==> config.mk <==
export PLATFORM = sky130hd
export DESIGN_NAME = gmt_queue
export DESIGN_NICKNAME = d
export VERILOG_FILES = /design/src/hdl/gmt_pkg.sv /design/src/hdl/gmt_queue.sv
export SDC_FILE = /design/constraint.sdc
export NUM_CORES = 1
export LEC_CHECK = 0
export ABC_AREA = 1
export ABC_CLOCK_PERIOD_IN_PS = 2200
export BUFFER_PORTS_ARGS = -buffer_cell sky130_fd_sc_hd__buf_2
export CORE_MARGIN = 2
export CORE_UTILIZATION = 54
export CTS_BUF_LIST = sky130_fd_sc_hd__clkbuf_4
export CTS_CLUSTER_DIAMETER = 120
export DETAILED_ROUTE_END_ITERATION = 16
export PLACE_DENSITY = 0.81
export SLEW_MARGIN = 20
export SYNTH_ARGS = -nofsm -noshare
export SYNTH_HDL_FRONTEND = slang
export SYNTH_SLANG_ARGS = --single-unit
==> constraint.sdc <==
create_clock -name clk -period 2.2 [get_ports clk]
set_clock_uncertainty 0.2 [all_clocks]
set_input_delay 0.22 -clock clk [delete_from_list [all_inputs] [get_ports clk]]
set_output_delay 0.22 -clock clk [all_outputs]
set_load 0.01 [all_outputs]
==> src/hdl/gmt_pkg.sv <==
package gmt_pkg;

  localparam int GRID_ROWS     = 4;
  localparam int GRID_COLS     = 8;
  localparam int HISTORY_DEPTH = 16;
  localparam int NCELLS        = GRID_ROWS * GRID_COLS;

  localparam int IDX_W   = (NCELLS > 1) ? $clog2(NCELLS) : 1;
  localparam int CNT_W   = $clog2(NCELLS + 1);
  localparam int GC_W    = $clog2(GRID_COLS + 1);
  localparam int GR_W    = $clog2(GRID_ROWS + 1);
  localparam int HD_W    = (HISTORY_DEPTH > 1) ? $clog2(HISTORY_DEPTH) : 1;
  localparam int HC_W    = $clog2(HISTORY_DEPTH + 1);
  localparam int TOT_W   = 32 + ((HISTORY_DEPTH > 1) ? $clog2(HISTORY_DEPTH) : 0);
  localparam int MEM_DEPTH = HISTORY_DEPTH * NCELLS;
  localparam int ADDR_W  = (MEM_DEPTH > 1) ? $clog2(MEM_DEPTH) : 1;
  localparam int LIM_W   = 37;
  localparam int MASK_W  = 32;
  localparam int Q_DEPTH = 2;
  localparam int Q_PTR_W = 1;
  localparam int Q_CNT_W = 2;

  localparam logic [IDX_W-1:0] LAST_CELL = IDX_W'(NCELLS - 1);

  localparam int CFG_IDX_W  = 3;
  localparam int CFG_DATA_W = 13;

  localparam logic [CFG_IDX_W-1:0] CFG_FRAME_WIDTH    = 3'd0;
  localparam logic [CFG_IDX_W-1:0] CFG_CELL_WIDTH     = 3'd1;
  localparam logic [CFG_IDX_W-1:0] CFG_CELL_HEIGHT    = 3'd2;
  localparam logic [CFG_IDX_W-1:0] CFG_DIFF_THRESHOLD = 3'd3;
  localparam logic [CFG_IDX_W-1:0] CFG_MAX_HOT_CELLS  = 3'd4;
  localparam logic [CFG_IDX_W-1:0] CFG_HISTORY_LENGTH = 3'd5;

  typedef struct packed {
    logic [IDX_W-1:0] cell_idx;
    logic [7:0]       diff;
    logic             in_grid;
    logic             last;
  } pix_t;

  typedef struct packed {
    logic              trigger;
    logic [5:0]        hot_count;
    logic [MASK_W-1:0] hot_mask;
    logic              adjacent_found;
    logic              global_change;
    logic [4:0]        history_fill;
  } res_t;

  typedef enum logic [2:0] {
    ST_ACC,
    ST_SCAN,
    ST_DECIDE,
    ST_DROP_RD,
    ST_DROP_SUB,
    ST_PUSH,
    ST_DONE
  } back_state_t;

endpackage

==> src/hdl/gmt_queue.sv <==
module gmt_queue (
  input  logic          clk,
  input  logic          rst_n,
  input  logic          push,
  input  gmt_pkg::pix_t push_data,
  output logic          full,
  input  logic          pop,
  output logic          not_empty,
  output gmt_pkg::pix_t pop_data
);

  gmt_pkg::pix_t ent_r [gmt_pkg::Q_DEPTH];
  logic [gmt_pkg::Q_PTR_W-1:0] wp_r, rp_r;
  logic [gmt_pkg::Q_CNT_W-1:0] cnt_r;
  logic do_push, do_pop;

  assign full      = (32'(cnt_r) == gmt_pkg::Q_DEPTH);
  assign not_empty = (cnt_r != '0);
  assign pop_data  = ent_r[rp_r];
  assign do_push   = push && !full;
  assign do_pop    = pop && not_empty;

  always_ff @(posedge clk) begin
    if (do_push) begin
      ent_r[wp_r] <= push_data;
    end
  end

  always_ff @(posedge clk) begin
    if (!rst_n) begin
      wp_r  <= '0;
      rp_r  <= '0;
      cnt_r <= '0;
    end else begin
      if (do_push) begin
        wp_r <= wp_r + 1'b1;
      end
      if (do_pop) begin
        rp_r <= rp_r + 1'b1;
      end
      if (do_push && !do_pop) begin
        cnt_r <= cnt_r + 1'b1;
      end else if (do_pop && !do_push) begin
        cnt_r <= cnt_r - 1'b1;
      end
    end
  end

endmodule

==> qor.log <==
INFO  sta            maxSlewHeadroom=79.68%
INFO  power_and_ir_drop post-layout-total-power=1.804mW
INFO  global_routing antenna_found_initial=0
INFO  worst_setup_path cpPeakStageDelay=510ps
INFO  detailed_routing drc=0
INFO  placed_design  preCtsSetupSlack=562.2ps
INFO  detailed_routing post_drt_via_cell_ratio=4.805
INFO  placed_design  placedInstanceArea=1588um^2
INFO  synthesis      post_synth_num_cell_types=17
INFO  sta            timing.final.crit_share=90.66%
INFO  cts            cts_num_sinks=35
INFO  synthesis      yosysSeqAreaShare=72.33%
INFO  sta            achievable-frequency=501.4MHz
INFO  synthesis      synthesis.area=1384um^2
INFO  sta            worstMarginPinSlew=304.4ps
INFO  cts            clk_latency=320ps
INFO  placed_design  hpwlAfterDp=1587um
INFO  worst_setup_path crit_path_cell_trace=buf_4 -> mux2_4 -> buf_2
INFO  global_routing grt-ovfl-total=0
INFO  floorplan      fp.dieArea=2983um^2
INFO  synthesis      synth_area_leader_cell=sky130_fd_sc_hd__edfxtp_1
INFO  final_layout   design.final.nets=163
INFO  cts            clk_pin_slew=90ps
INFO  worst_setup_path number_of_cells_on_the_worst_reg_to_reg_path=9
INFO  final_layout   antenna_cells_inserted=0
INFO  synthesis      post_syn_instances=84
INFO  synthesis      synth_top_area_share=65.10%
INFO  final_layout   utilization=73.65%
INFO  worst_setup_path cp-end-kind=output port
INFO  synthesis      dominant_cell_by_count_in_the_synthesized_netlist=sky130_fd_sc_hd__edfxtp_1
INFO  cts            cts_resized=0
INFO  worst_setup_path maximum_net_fanout_on_the_critical_path=9
INFO  final_layout   layout-drive-gt1-share=43.75%
INFO  final_layout   finish.instance_area=1808um^2
INFO  detailed_routing drt_pre_antenna_iters=4
INFO  synthesis      post_synth.cell_area_avg=16.47um^2
INFO  worst_setup_path setup.worst_path.class=register to output port
INFO  synthesis      post_synth_most_frequent_cells=sky130_fd_sc_hd__edfxtp_1 (30), sky130_fd_sc_hd__mux2_4 (10), sky130_fd_sc_hd__nor2_1 (9)
INFO  global_routing vias_in_the_first_global_route=838
INFO  final_layout   area_growth_syn_to_layout=30.65%
INFO  worst_setup_path critical_path_required=1780ps
INFO  sta            final-max-slew-violation-count=0
INFO  detailed_routing detailroute.via_count=836
INFO  run_status     status=complete, no violations
INFO  sta            hold_viol=0
INFO  floorplan      num_rows=18
INFO  cts            cts_root_cell=sky130_fd_sc_hd__clkbuf_4
INFO  cts            h-tree-depth=2
INFO  run            maxCapViolCount=0
INFO  power_and_ir_drop power.density_cell_area=997.6nW/um^2
INFO  detailed_routing drt-wirelength-per-cell=13.64um
INFO  sta            finalWorstPathRequiredPeriod=1994ps
INFO  synthesis      synthArstFlopShare=0%
INFO  detailed_routing detail_route.wirelength=2373um
INFO  sta            grt_setup_unrepaired=false
INFO  floorplan      effective_utilization_at_floorplan=56.37%
INFO  synthesis      mappedNetlistNets=104
INFO  worst_setup_path cp_slowest_cell=sky130_fd_sc_hd__dfxtp_1
INFO  floorplan      floorplan.io_pins=36
INFO  floorplan      die_height=54.62um
INFO  power_and_ir_drop leakage=0.7578nW
INFO  worst_setup_path arrival=1570ps
INFO  placed_design  io_buffer_count=35
INFO  worst_setup_path rr_endpoint=cnt_r[1]$_SDFFE_PN0P_
INFO  min_path       min_path_cells=4
INFO  min_path       worst_hold_path.endpoint=wp_r$_SDFFE_PN0N_
INFO  min_path       holdCritPathClass=input port to register
INFO  sta            setup-tns-final=0ps
INFO  synthesis      yosys-top-cells-area=sky130_fd_sc_hd__edfxtp_1 (65%), sky130_fd_sc_hd__mux2_4 (11%), sky130_fd_sc_hd__dfxtp_1 (7.2%)
INFO  cts            cts_tree=built
INFO  sta            timing.final.ws_setup=205.6ps
INFO  worst_setup_path timing.reg2reg.setup_slack=500ps
INFO  worst_setup_path worstReg2RegStart=cnt_r[1]$_SDFFE_PN0P_
INFO  placed_design  place.gp.congestion=0.5650
INFO  floorplan      die_width=54.62um
INFO  synthesis      synth_seq_cells=35
INFO  cts            tritoncts.num_buffers=5
INFO  min_path       hold_path.startpoint=push
INFO  power_and_ir_drop vdd.ir_drop.worst=723.9uV
INFO  global_routing grt_pass1_wl=3498um
INFO  global_routing pin_count_of_the_biggest_net_entering_global_routing=16
INFO  synthesis      synth_edf_count=30
INFO  worst_setup_path worst_setup_path_start_kind=register
INFO  detailed_routing postRouteAntennaNets=0
INFO  synthesis      synthFlopType=sky130_fd_sc_hd__edfxtp_1
INFO  cts            clockBufferDepth=2
INFO  synthesis      yosysWarnings=0
INFO  global_routing global_route.usage.total=18.26%
INFO  floorplan      placeableCoreArea=2455um^2
INFO  sta            setup_violations_final=0
INFO  detailed_routing detailedRoute.firstIterationViolations=22
==> metal layers <==
layer | GRT usage [%] | wire (um) | up-vias
met1 | 16.67 | 896 | 385
met2 | 35.32 | 1326 | 28
met3 | 6.557 | 106 | 8
met5 | 0 | 0 | -
met4 | 7.500 | 44 | 0
li1 | - | - | 415
==> critical path, delay by kind of cell, from the launching register on <==
kind,cells,cell delay [ps]
buf+inv,2,420
mux,1,320
flops,1,510
==> registers in the layout, summed over array words and instances (netlist names), named ones only <==
signal  count
ent_r      30
rp_r        1
cnt_r       2
wp_r        1
==> kinds of logic (layout without fill, tap and decap cells) <==
logic type      count (synthesis)  in the layout  synth area share (%)
flops                          35             35                 72.33
simple gates                   18             18                 5.154
mux                            15             15                 14.92
buf+inv                        10             70                 4.430
compound gates                  5              5                 2.260
fa+ha+maj                       1              1                0.9040
==> placed cells by master (no fill, tap or decap) <==
master and count:
sky130_fd_sc_hd__a21oi_1 1, sky130_fd_sc_hd__buf_2 35, sky130_fd_sc_hd__buf_4 3, sky130_fd_sc_hd__clkbuf_4 8, sky130_fd_sc_hd__dfxtp_1 5, sky130_fd_sc_hd__dlygate4sd3_1 16
sky130_fd_sc_hd__edfxtp_1 30, sky130_fd_sc_hd__ha_1 1, sky130_fd_sc_hd__inv_1 7, sky130_fd_sc_hd__inv_2 1, sky130_fd_sc_hd__mux2_2 5, sky130_fd_sc_hd__mux2_4 10
sky130_fd_sc_hd__nand2_1 7, sky130_fd_sc_hd__nand3_1 1, sky130_fd_sc_hd__nand4_1 1, sky130_fd_sc_hd__nor2_1 9, sky130_fd_sc_hd__o21a_1 1, sky130_fd_sc_hd__o21ai_0 2
sky130_fd_sc_hd__o21ai_2 1
==> power by group <==
part	internal, mW	switching [mW]	leakage [nW]
sequential	0.842	0.0602	0.321
combinational	0.272	0.279	0.400
clock	0.164	0.186	0.0368
total	1.28	0.525	0.758
==> metrics by stage <==
| stage | instances | hold slack, ps |
|---|---|---|
| 2_1_floorplan | 84 | 118.9 |
| 3_3_place_gp | 150 | 207.7 |
| 3_5_place_dp | 150 | 214.5 |
| 4_1_cts | 174 | 73.08 |
| 5_1_grt | 174 | 133.3 |
| 6_report | 174 | 87.58 |
==> area by class of cell <==
type / count / area [um^2]
well taps: 30 / 37.54
flip-flops and latches: 35 / 1001
multi-input cells: 39 / 321.6
repair buffers: 54 / 357.8
fillers: 169 / 646.9
inverters: 8 / 30.03
clock buffers: 8 / 60.06
==> repair_timing <==
item / in CTS / in global routing
hold buffers: 16 / 0
setup buffers: 0 / 0
hold endpoints to repair: 35 / 0
==> worst max-delay path by stage <==
stage | startpoint | depth (start not counted) | to | slack [ps]
final | register | 3 | pop_data[13] | 210
after global routing | register | 3 | pop_data[13] | 140
after CTS | register | 3 | pop_data[13] | 190
after detailed placement | register | 3 | pop_data[10] | 560
after global placement | register | 3 | pop_data[10] | 570
after floorplan | cnt_r[0]$_SDFFE_PN0P_ | 2 | ent_r[1][0]$_DFFE_PP_ | 460
No activity file was read; power rests on OpenSTA's default activity.
