File: config.mk
export PLATFORM = sky130hd
export DESIGN_NAME = gmt_front
export DESIGN_NICKNAME = d
export VERILOG_FILES = /design/src/hdl/gmt_pkg.sv /design/src/hdl/gmt_front.sv
export SDC_FILE = /design/constraint.sdc
export NUM_CORES = 1
export LEC_CHECK = 0
export BUFFER_PORTS_ARGS = -buffer_cell sky130_fd_sc_hd__buf_2
export CAP_MARGIN = 20
export CELL_PAD_IN_SITES_DETAIL_PLACEMENT = 1
export CELL_PAD_IN_SITES_GLOBAL_PLACEMENT = 1
export CORE_AREA = 2 2 106 119
export DETAILED_ROUTE_END_ITERATION = 7
export DIE_AREA = 0 0 108 121
export PLACE_DENSITY_LB_ADDON = 0.2
export SLEW_MARGIN = 20
export SYNTH_ARGS = -nofsm -noshare
export SYNTH_HDL_FRONTEND = slang
export SYNTH_SLANG_ARGS = --single-unit
File: constraint.sdc
create_clock -name clk -period 3.8 [get_ports clk]
set_clock_uncertainty 0.1 [all_clocks]
set_input_delay 0.57 -clock clk [delete_from_list [all_inputs] [get_ports clk]]
set_output_delay 0.57 -clock clk [all_outputs]
set_load 0.005 [all_outputs]
File: src/hdl/gmt_pkg.sv
package gmt_pkg;

  localparam int GRID_ROWS     = 4;
  localparam int GRID_COLS     = 8;
  localparam int HISTORY_DEPTH = 16;
  localparam int NCELLS        = GRID_ROWS * GRID_COLS;

  localparam int IDX_W   = (NCELLS > 1) ? $clog2(NCELLS) : 1;
  localparam int CNT_W   = $clog2(NCELLS + 1);
  localparam int GC_W    = $clog2(GRID_COLS + 1);
  localparam int GR_W    = $clog2(GRID_ROWS + 1);
  localparam int HD_W    = (HISTORY_DEPTH > 1) ? $clog2(HISTORY_DEPTH) : 1;
  localparam int HC_W    = $clog2(HISTORY_DEPTH + 1);
  localparam int TOT_W   = 32 + ((HISTORY_DEPTH > 1) ? $clog2(HISTORY_DEPTH) : 0);
  localparam int MEM_DEPTH = HISTORY_DEPTH * NCELLS;
  localparam int ADDR_W  = (MEM_DEPTH > 1) ? $clog2(MEM_DEPTH) : 1;
  localparam int LIM_W   = 37;
  localparam int MASK_W  = 32;
  localparam int Q_DEPTH = 2;
  localparam int Q_PTR_W = 1;
  localparam int Q_CNT_W = 2;

  localparam logic [IDX_W-1:0] LAST_CELL = IDX_W'(NCELLS - 1);

  localparam int CFG_IDX_W  = 3;
  localparam int CFG_DATA_W = 13;

  localparam logic [CFG_IDX_W-1:0] CFG_FRAME_WIDTH    = 3'd0;
  localparam logic [CFG_IDX_W-1:0] CFG_CELL_WIDTH     = 3'd1;
  localparam logic [CFG_IDX_W-1:0] CFG_CELL_HEIGHT    = 3'd2;
  localparam logic [CFG_IDX_W-1:0] CFG_DIFF_THRESHOLD = 3'd3;
  localparam logic [CFG_IDX_W-1:0] CFG_MAX_HOT_CELLS  = 3'd4;
  localparam logic [CFG_IDX_W-1:0] CFG_HISTORY_LENGTH = 3'd5;

  typedef struct packed {
    logic [IDX_W-1:0] cell_idx;
    logic [7:0]       diff;
    logic             in_grid;
    logic             last;
  } pix_t;

  typedef struct packed {
    logic              trigger;
    logic [5:0]        hot_count;
    logic [MASK_W-1:0] hot_mask;
    logic              adjacent_found;
    logic              global_change;
    logic [4:0]        history_fill;
  } res_t;

  typedef enum logic [2:0] {
    ST_ACC,
    ST_SCAN,
    ST_DECIDE,
    ST_DROP_RD,
    ST_DROP_SUB,
    ST_PUSH,
    ST_DONE
  } back_state_t;

endpackage

File: src/hdl/gmt_front.sv
module gmt_front (
  input  logic               clk,
  input  logic               rst_n,
  input  logic               in_valid,
  output logic               in_ready,
  input  logic [7:0]         in_prev_gray,
  input  logic [7:0]         in_curr_gray,
  input  logic               in_frame_end,
  input  logic [12:0]        frame_width,
  input  logic [12:0]        cell_width,
  input  logic [11:0]        cell_height,
  input  logic               q_full,
  output logic               q_push,
  output gmt_pkg::pix_t      q_data
);

  logic [11:0] col_r, col_nxt;
  logic [10:0] row_r, row_nxt;
  logic [11:0] cx_r, cx_nxt;
  logic [10:0] ry_r, ry_nxt;
  logic [gmt_pkg::GC_W-1:0] gc_r, gc_nxt;
  logic [gmt_pkg::GR_W-1:0] gr_r, gr_nxt;
  logic [12:0] fw_eff, cw_eff;
  logic [11:0] ch_eff;
  logic        accept, row_end, in_grid;

  assign in_ready = !q_full;
  assign accept   = in_valid && !q_full;
  assign fw_eff   = (frame_width == 13'd0) ? 13'd1 :
                    (frame_width > 13'd4096) ? 13'd4096 : frame_width;
  assign cw_eff   = (cell_width == 13'd0) ? 13'd1 : cell_width;
  assign ch_eff   = (cell_height == 12'd0) ? 12'd1 : cell_height;
  assign in_grid  = (32'(gc_r) < gmt_pkg::GRID_COLS) && (32'(gr_r) < gmt_pkg::GRID_ROWS);
  assign row_end  = ({1'b0, col_r} + 13'd1) >= fw_eff;

  always_comb begin
    q_push          = accept;
    q_data.cell_idx = gmt_pkg::IDX_W'(32'(gr_r) * gmt_pkg::GRID_COLS + 32'(gc_r));
    q_data.diff     = (in_prev_gray > in_curr_gray) ? in_prev_gray - in_curr_gray
                                                    : in_curr_gray - in_prev_gray;
    q_data.in_grid  = in_grid;
    q_data.last     = in_frame_end;
  end

  always_comb begin
    col_nxt = col_r;
    row_nxt = row_r;
    cx_nxt  = cx_r;
    ry_nxt  = ry_r;
    gc_nxt  = gc_r;
    gr_nxt  = gr_r;
    if (row_end) begin
      col_nxt = '0;
      cx_nxt  = '0;
      gc_nxt  = '0;
      if (row_r != 11'd2047) begin
        row_nxt = row_r + 11'd1;
        if (({1'b0, ry_r} + 12'd1) == ch_eff) begin
          ry_nxt = '0;
          if (32'(gr_r) < gmt_pkg::GRID_ROWS) begin
            gr_nxt = gr_r + 1'b1;
          end
        end else begin
          ry_nxt = ry_r + 11'd1;
        end
      end
    end else begin
      col_nxt = col_r + 12'd1;
      if (({1'b0, cx_r} + 13'd1) == cw_eff) begin
        cx_nxt = '0;
        if (32'(gc_r) < gmt_pkg::GRID_COLS) begin
          gc_nxt = gc_r + 1'b1;
        end
      end else begin
        cx_nxt = cx_r + 12'd1;
      end
    end
    if (in_frame_end) begin
      col_nxt = '0;
      row_nxt = '0;
      cx_nxt  = '0;
      ry_nxt  = '0;
      gc_nxt  = '0;
      gr_nxt  = '0;
    end
  end

  always_ff @(posedge clk) begin
    if (!rst_n) begin
      col_r <= '0;
      row_r <= '0;
      cx_r  <= '0;
      ry_r  <= '0;
      gc_r  <= '0;
      gr_r  <= '0;
    end else if (accept) begin
      col_r <= col_nxt;
      row_r <= row_nxt;
      cx_r  <= cx_nxt;
      ry_r  <= ry_nxt;
      gc_r  <= gc_nxt;
      gr_r  <= gr_nxt;
    end
  end

endmodule

==> results.cfg <==
[clock_network]
clkSinkCount = 53
cts.clk_slew.worst_paths_ns = 0.08
numCtsBuffers = 5
cts_tree = built
clock_latency_ns = 0.30
cts.path.max_buffers = 2
root_buffer = clkbuf_16
htree_levels = 2

[yosys]
synth.most_common_cell = nand2_1
synth_area_leaders = dfxtp_1 24%, ha_1 9.9%, xnor2_1 6.4%, nand2_1 5.6%, xor2_1 5.2%
postSynthAreaPerCell_um2 = 7.606
synthSimpleGateAreaFrac = 0.2833
synth.area.mux_share = 0.01418
yosys_register_bits = 53
synth_adder_area_share = 0.1106
synth_nets = 676
synth_warnings = 0
synth_top_area_frac = 0.2405
ys.flop_type = dfxtp_1
ys_types = 64
yosysSeqAreaShare = 0.2405
synthCells = 580
synth_top_family_by_area = simple AND/OR/NAND/NOR gates
synth_common_cells = 66 x nand2_1, 53 x dfxtp_1, 46 x nor2_1
synth_xor_area_frac = 0.1151
async_flop_share = 0
synth-edff-count = 0
yosysTopAreaCell = dfxtp_1
synth_compound_area_frac = 0.1790
synthesis.area_um2 = 4412

[floorplan]
fp.dieW_um = 108
rows = 42
num_io_pins = 76
coreArea_um2 = 11820
die-area_um2 = 13070
start_util = 0.3731
die_h_um = 121

[final_layout]
final_util = 0.4365
n_antenna_cell = 0
drive_gt1_frac = 0.1972
nNetsFinal = 749
fin_cells = 808
syn_to_final_growth_pct = 16.99

[power_and_ir_drop]
power.density_nw_per_um2 = 258.2
p_sw_frac = 0.2991
leakagePower_nw = 2.169
internal_power_uw = 933.9
seq_power_share = 0.421
pwr-share-clk = 0.371
comb_power_share = 0.208
peakVddDrop_mv = 0.2044
fin_total_pwr_mw = 1.332
p_sw_uw = 398.5

[route]
drtIter0Drc = 114
vias_per_cell = 5.418
dr.pass1.iters = 4
drc = 0
ant_nets = 0
dr_total_vias = 4378
drt-wirelength-per-cell_um = 15.15
drt_wl_total_um = 12240

[setup_path]
cp-start-kind = flip-flop
criticalPathCategory = flip-flop to flip-flop
cp.arrival_ns = 3.66
cp_common_cell = buf_4
crit_buf_inv = 3
path_depth = 18
cpLargestDelayFamily = compound AO/OA/AOI/OAI gates
cp.required_ns = 3.88
setup.worst_path.end_class = flip-flop
worstPathCellList = ha_2 -> and3_2 -> nand3_2 -> nor2b_2 -> nand2_1 -> xnor2_1 -> ha_1 -> a21o_1 -> a211o_1 -> a41oi_1 -> o31a_1 -> buf_4 -> nor3_1 -> buf_4 -> buf_4 -> nand4_1 -> xor2_1 -> nor2_1
cp_slowest_stage_delay_ns = 0.37
rr_worst_depth = 18
cp_slowest_cell = dfxtp_1
crit_fanout = 10

[timing]
rsz0062_at_grt = yes
min_period_ns = 3.579
maxSlewHeadroom = 0.5196
worst_slew_pin_slew_ns = 0.7179
max_freq_ghz = 0.2794
hold_viol_final = 0
finalSetupViolCount = 0
slew_violations = 0
tns_ns = 0
finalCritPeriodShare = 0.9418

[run]
cap_violations = 0

[grt]
globalRoute.totalOverflow = 0
grt_max_degree = 26
grt_antenna_before_repair = 0
grt_pass1_wl_um = 20800
grt_usage = 0.1927
grt_pass1_vias = 4535

[place]
placement.io_buffers = 75
dpl.cell_count = 798
hpwl_um = 9686
place.gp.congestion = 0.8324

[status]
status = complete, no violations

[worst_hold_path]
holdPathStages = 2
hp-class = flip-flop to flip-flop
[cells in the final DEF (no fill, tap or decap), types with 5 or more instances in the layout]
| cell | count |
|---|---|
| buf_4 | 19 |
| a31oi_1 | 9 |
| nor4_1 | 11 |
| o31ai_1 | 11 |
| a21o_1 | 9 |
| and3_1 | 8 |
| nand2b_1 | 8 |
| nand3_1 | 36 |
| buf_2 | 75 |
| nand4_1 | 13 |
| dfxtp_1 | 52 |
| clkbuf_16 | 5 |
| inv_1 | 29 |
| nor2_1 | 45 |
| o21ai_0 | 29 |
| a21oi_1 | 36 |
| or3_1 | 10 |
| xnor2_1 | 32 |
| ha_1 | 34 |
| nor3_1 | 10 |
| xor2_1 | 26 |
| nand2_1 | 66 |
| nor2b_1 | 5 |
[area by class of cell]
cell class,instances,area (µm²)
repair buffers,94,518.0
clock inverters,3,28.78
well taps,154,192.7
flip-flops and latches,53,1062
multi-input cells,469,3122
inverters,30,112.6
clock buffers,5,125.1
fillers,1523,6663
[worst reg2reg max path, stage by stage (launching register included)]
cell	delay, ns
dfxtp_1	0.37
ha_2	0.23
and3_2	0.24
nand3_2	0.15
nor2b_2	0.16
nand2_1	0.07
xnor2_1	0.16
ha_1	0.21
a21o_1	0.15
a211o_1	0.29
a41oi_1	0.20
o31a_1	0.23
buf_4	0.19
nor3_1	0.08
buf_4	0.16
buf_4	0.16
nand4_1	0.11
xor2_1	0.16
nor2_1	0.06
[cell families after synthesis]
family                   Yosys count
AO/OA/AOI/OAI                    124
XOR/XNOR                          58
adder cells (fa/ha/maj)           38
buffers and inverters             58
flip-flops                        53
multiplexers                       6
AND/OR/NAND/NOR                  243
[final timing paths]
path / start / endpoint / slack [ns]
max: col_r[1]$_SDFFE_PN0P_ / row_r[3]$_SDFFE_PN0P_ / 0.22
min: col_r[1]$_SDFFE_PN0P_ / col_r[1]$_SDFFE_PN0P_ / 0.39
max reg2reg: col_r[1]$_SDFFE_PN0P_ / row_r[3]$_SDFFE_PN0P_ / 0.22
min reg2reg: col_r[1]$_SDFFE_PN0P_ / col_r[1]$_SDFFE_PN0P_ / 0.39
[power by group through the flow]
stage	sequential [mW]	combinational [mW]	clock [mW]
detailed placement	0.574	0.279	0
floorplan	0.573	0.164	0
global route	0.562	0.312	0.525
CTS	0.561	0.281	0.504
global placement	0.574	0.269	0
finish	0.561	0.278	0.494
[layer usage]
layer | up-vias | track usage | routed length, µm
li1 | 2204 | - | -
met1 | 2097 | 0.2480 | 5851
met2 | 66 | 0.3373 | 5882
met3 | 11 | 0.02954 | 375
met4 | 0 | 0.04407 | 136
met5 | - | 0 | 0
[through the flow]
| stage | worst slack, ns | hold WS (ns) | area [µm²] |
|---|---|---|---|
| floorplan | 0.07742 | 0.3399 | 4412 |
| global placement | 0.06917 | 0.3584 | 4967 |
| detailed placement | -0.04722 | 0.3742 | 4967 |
| CTS | 0.01660 | 0.3845 | 5125 |
| global route | -0.006194 | 0.4183 | 5161 |
| finish | 0.2211 | 0.3886 | 5161 |
[flip-flops by register name (all words and copies together), names as in the netlist]
signal and count:
col_r 12, cx_r 12, row_r 11, ry_r 11
gc_r 4, gr_r 3
[timing repair]
item | in CTS | in global routing
hold buffers | 0 | 0
pin swaps | 0 | 1
endpoints found under the setup margin | 9 | 34
resized for setup | 2 | 7
hold endpoints to repair | 0 | 0
setup buffers | 0 | 2
(Power assumes the default switching activity.)
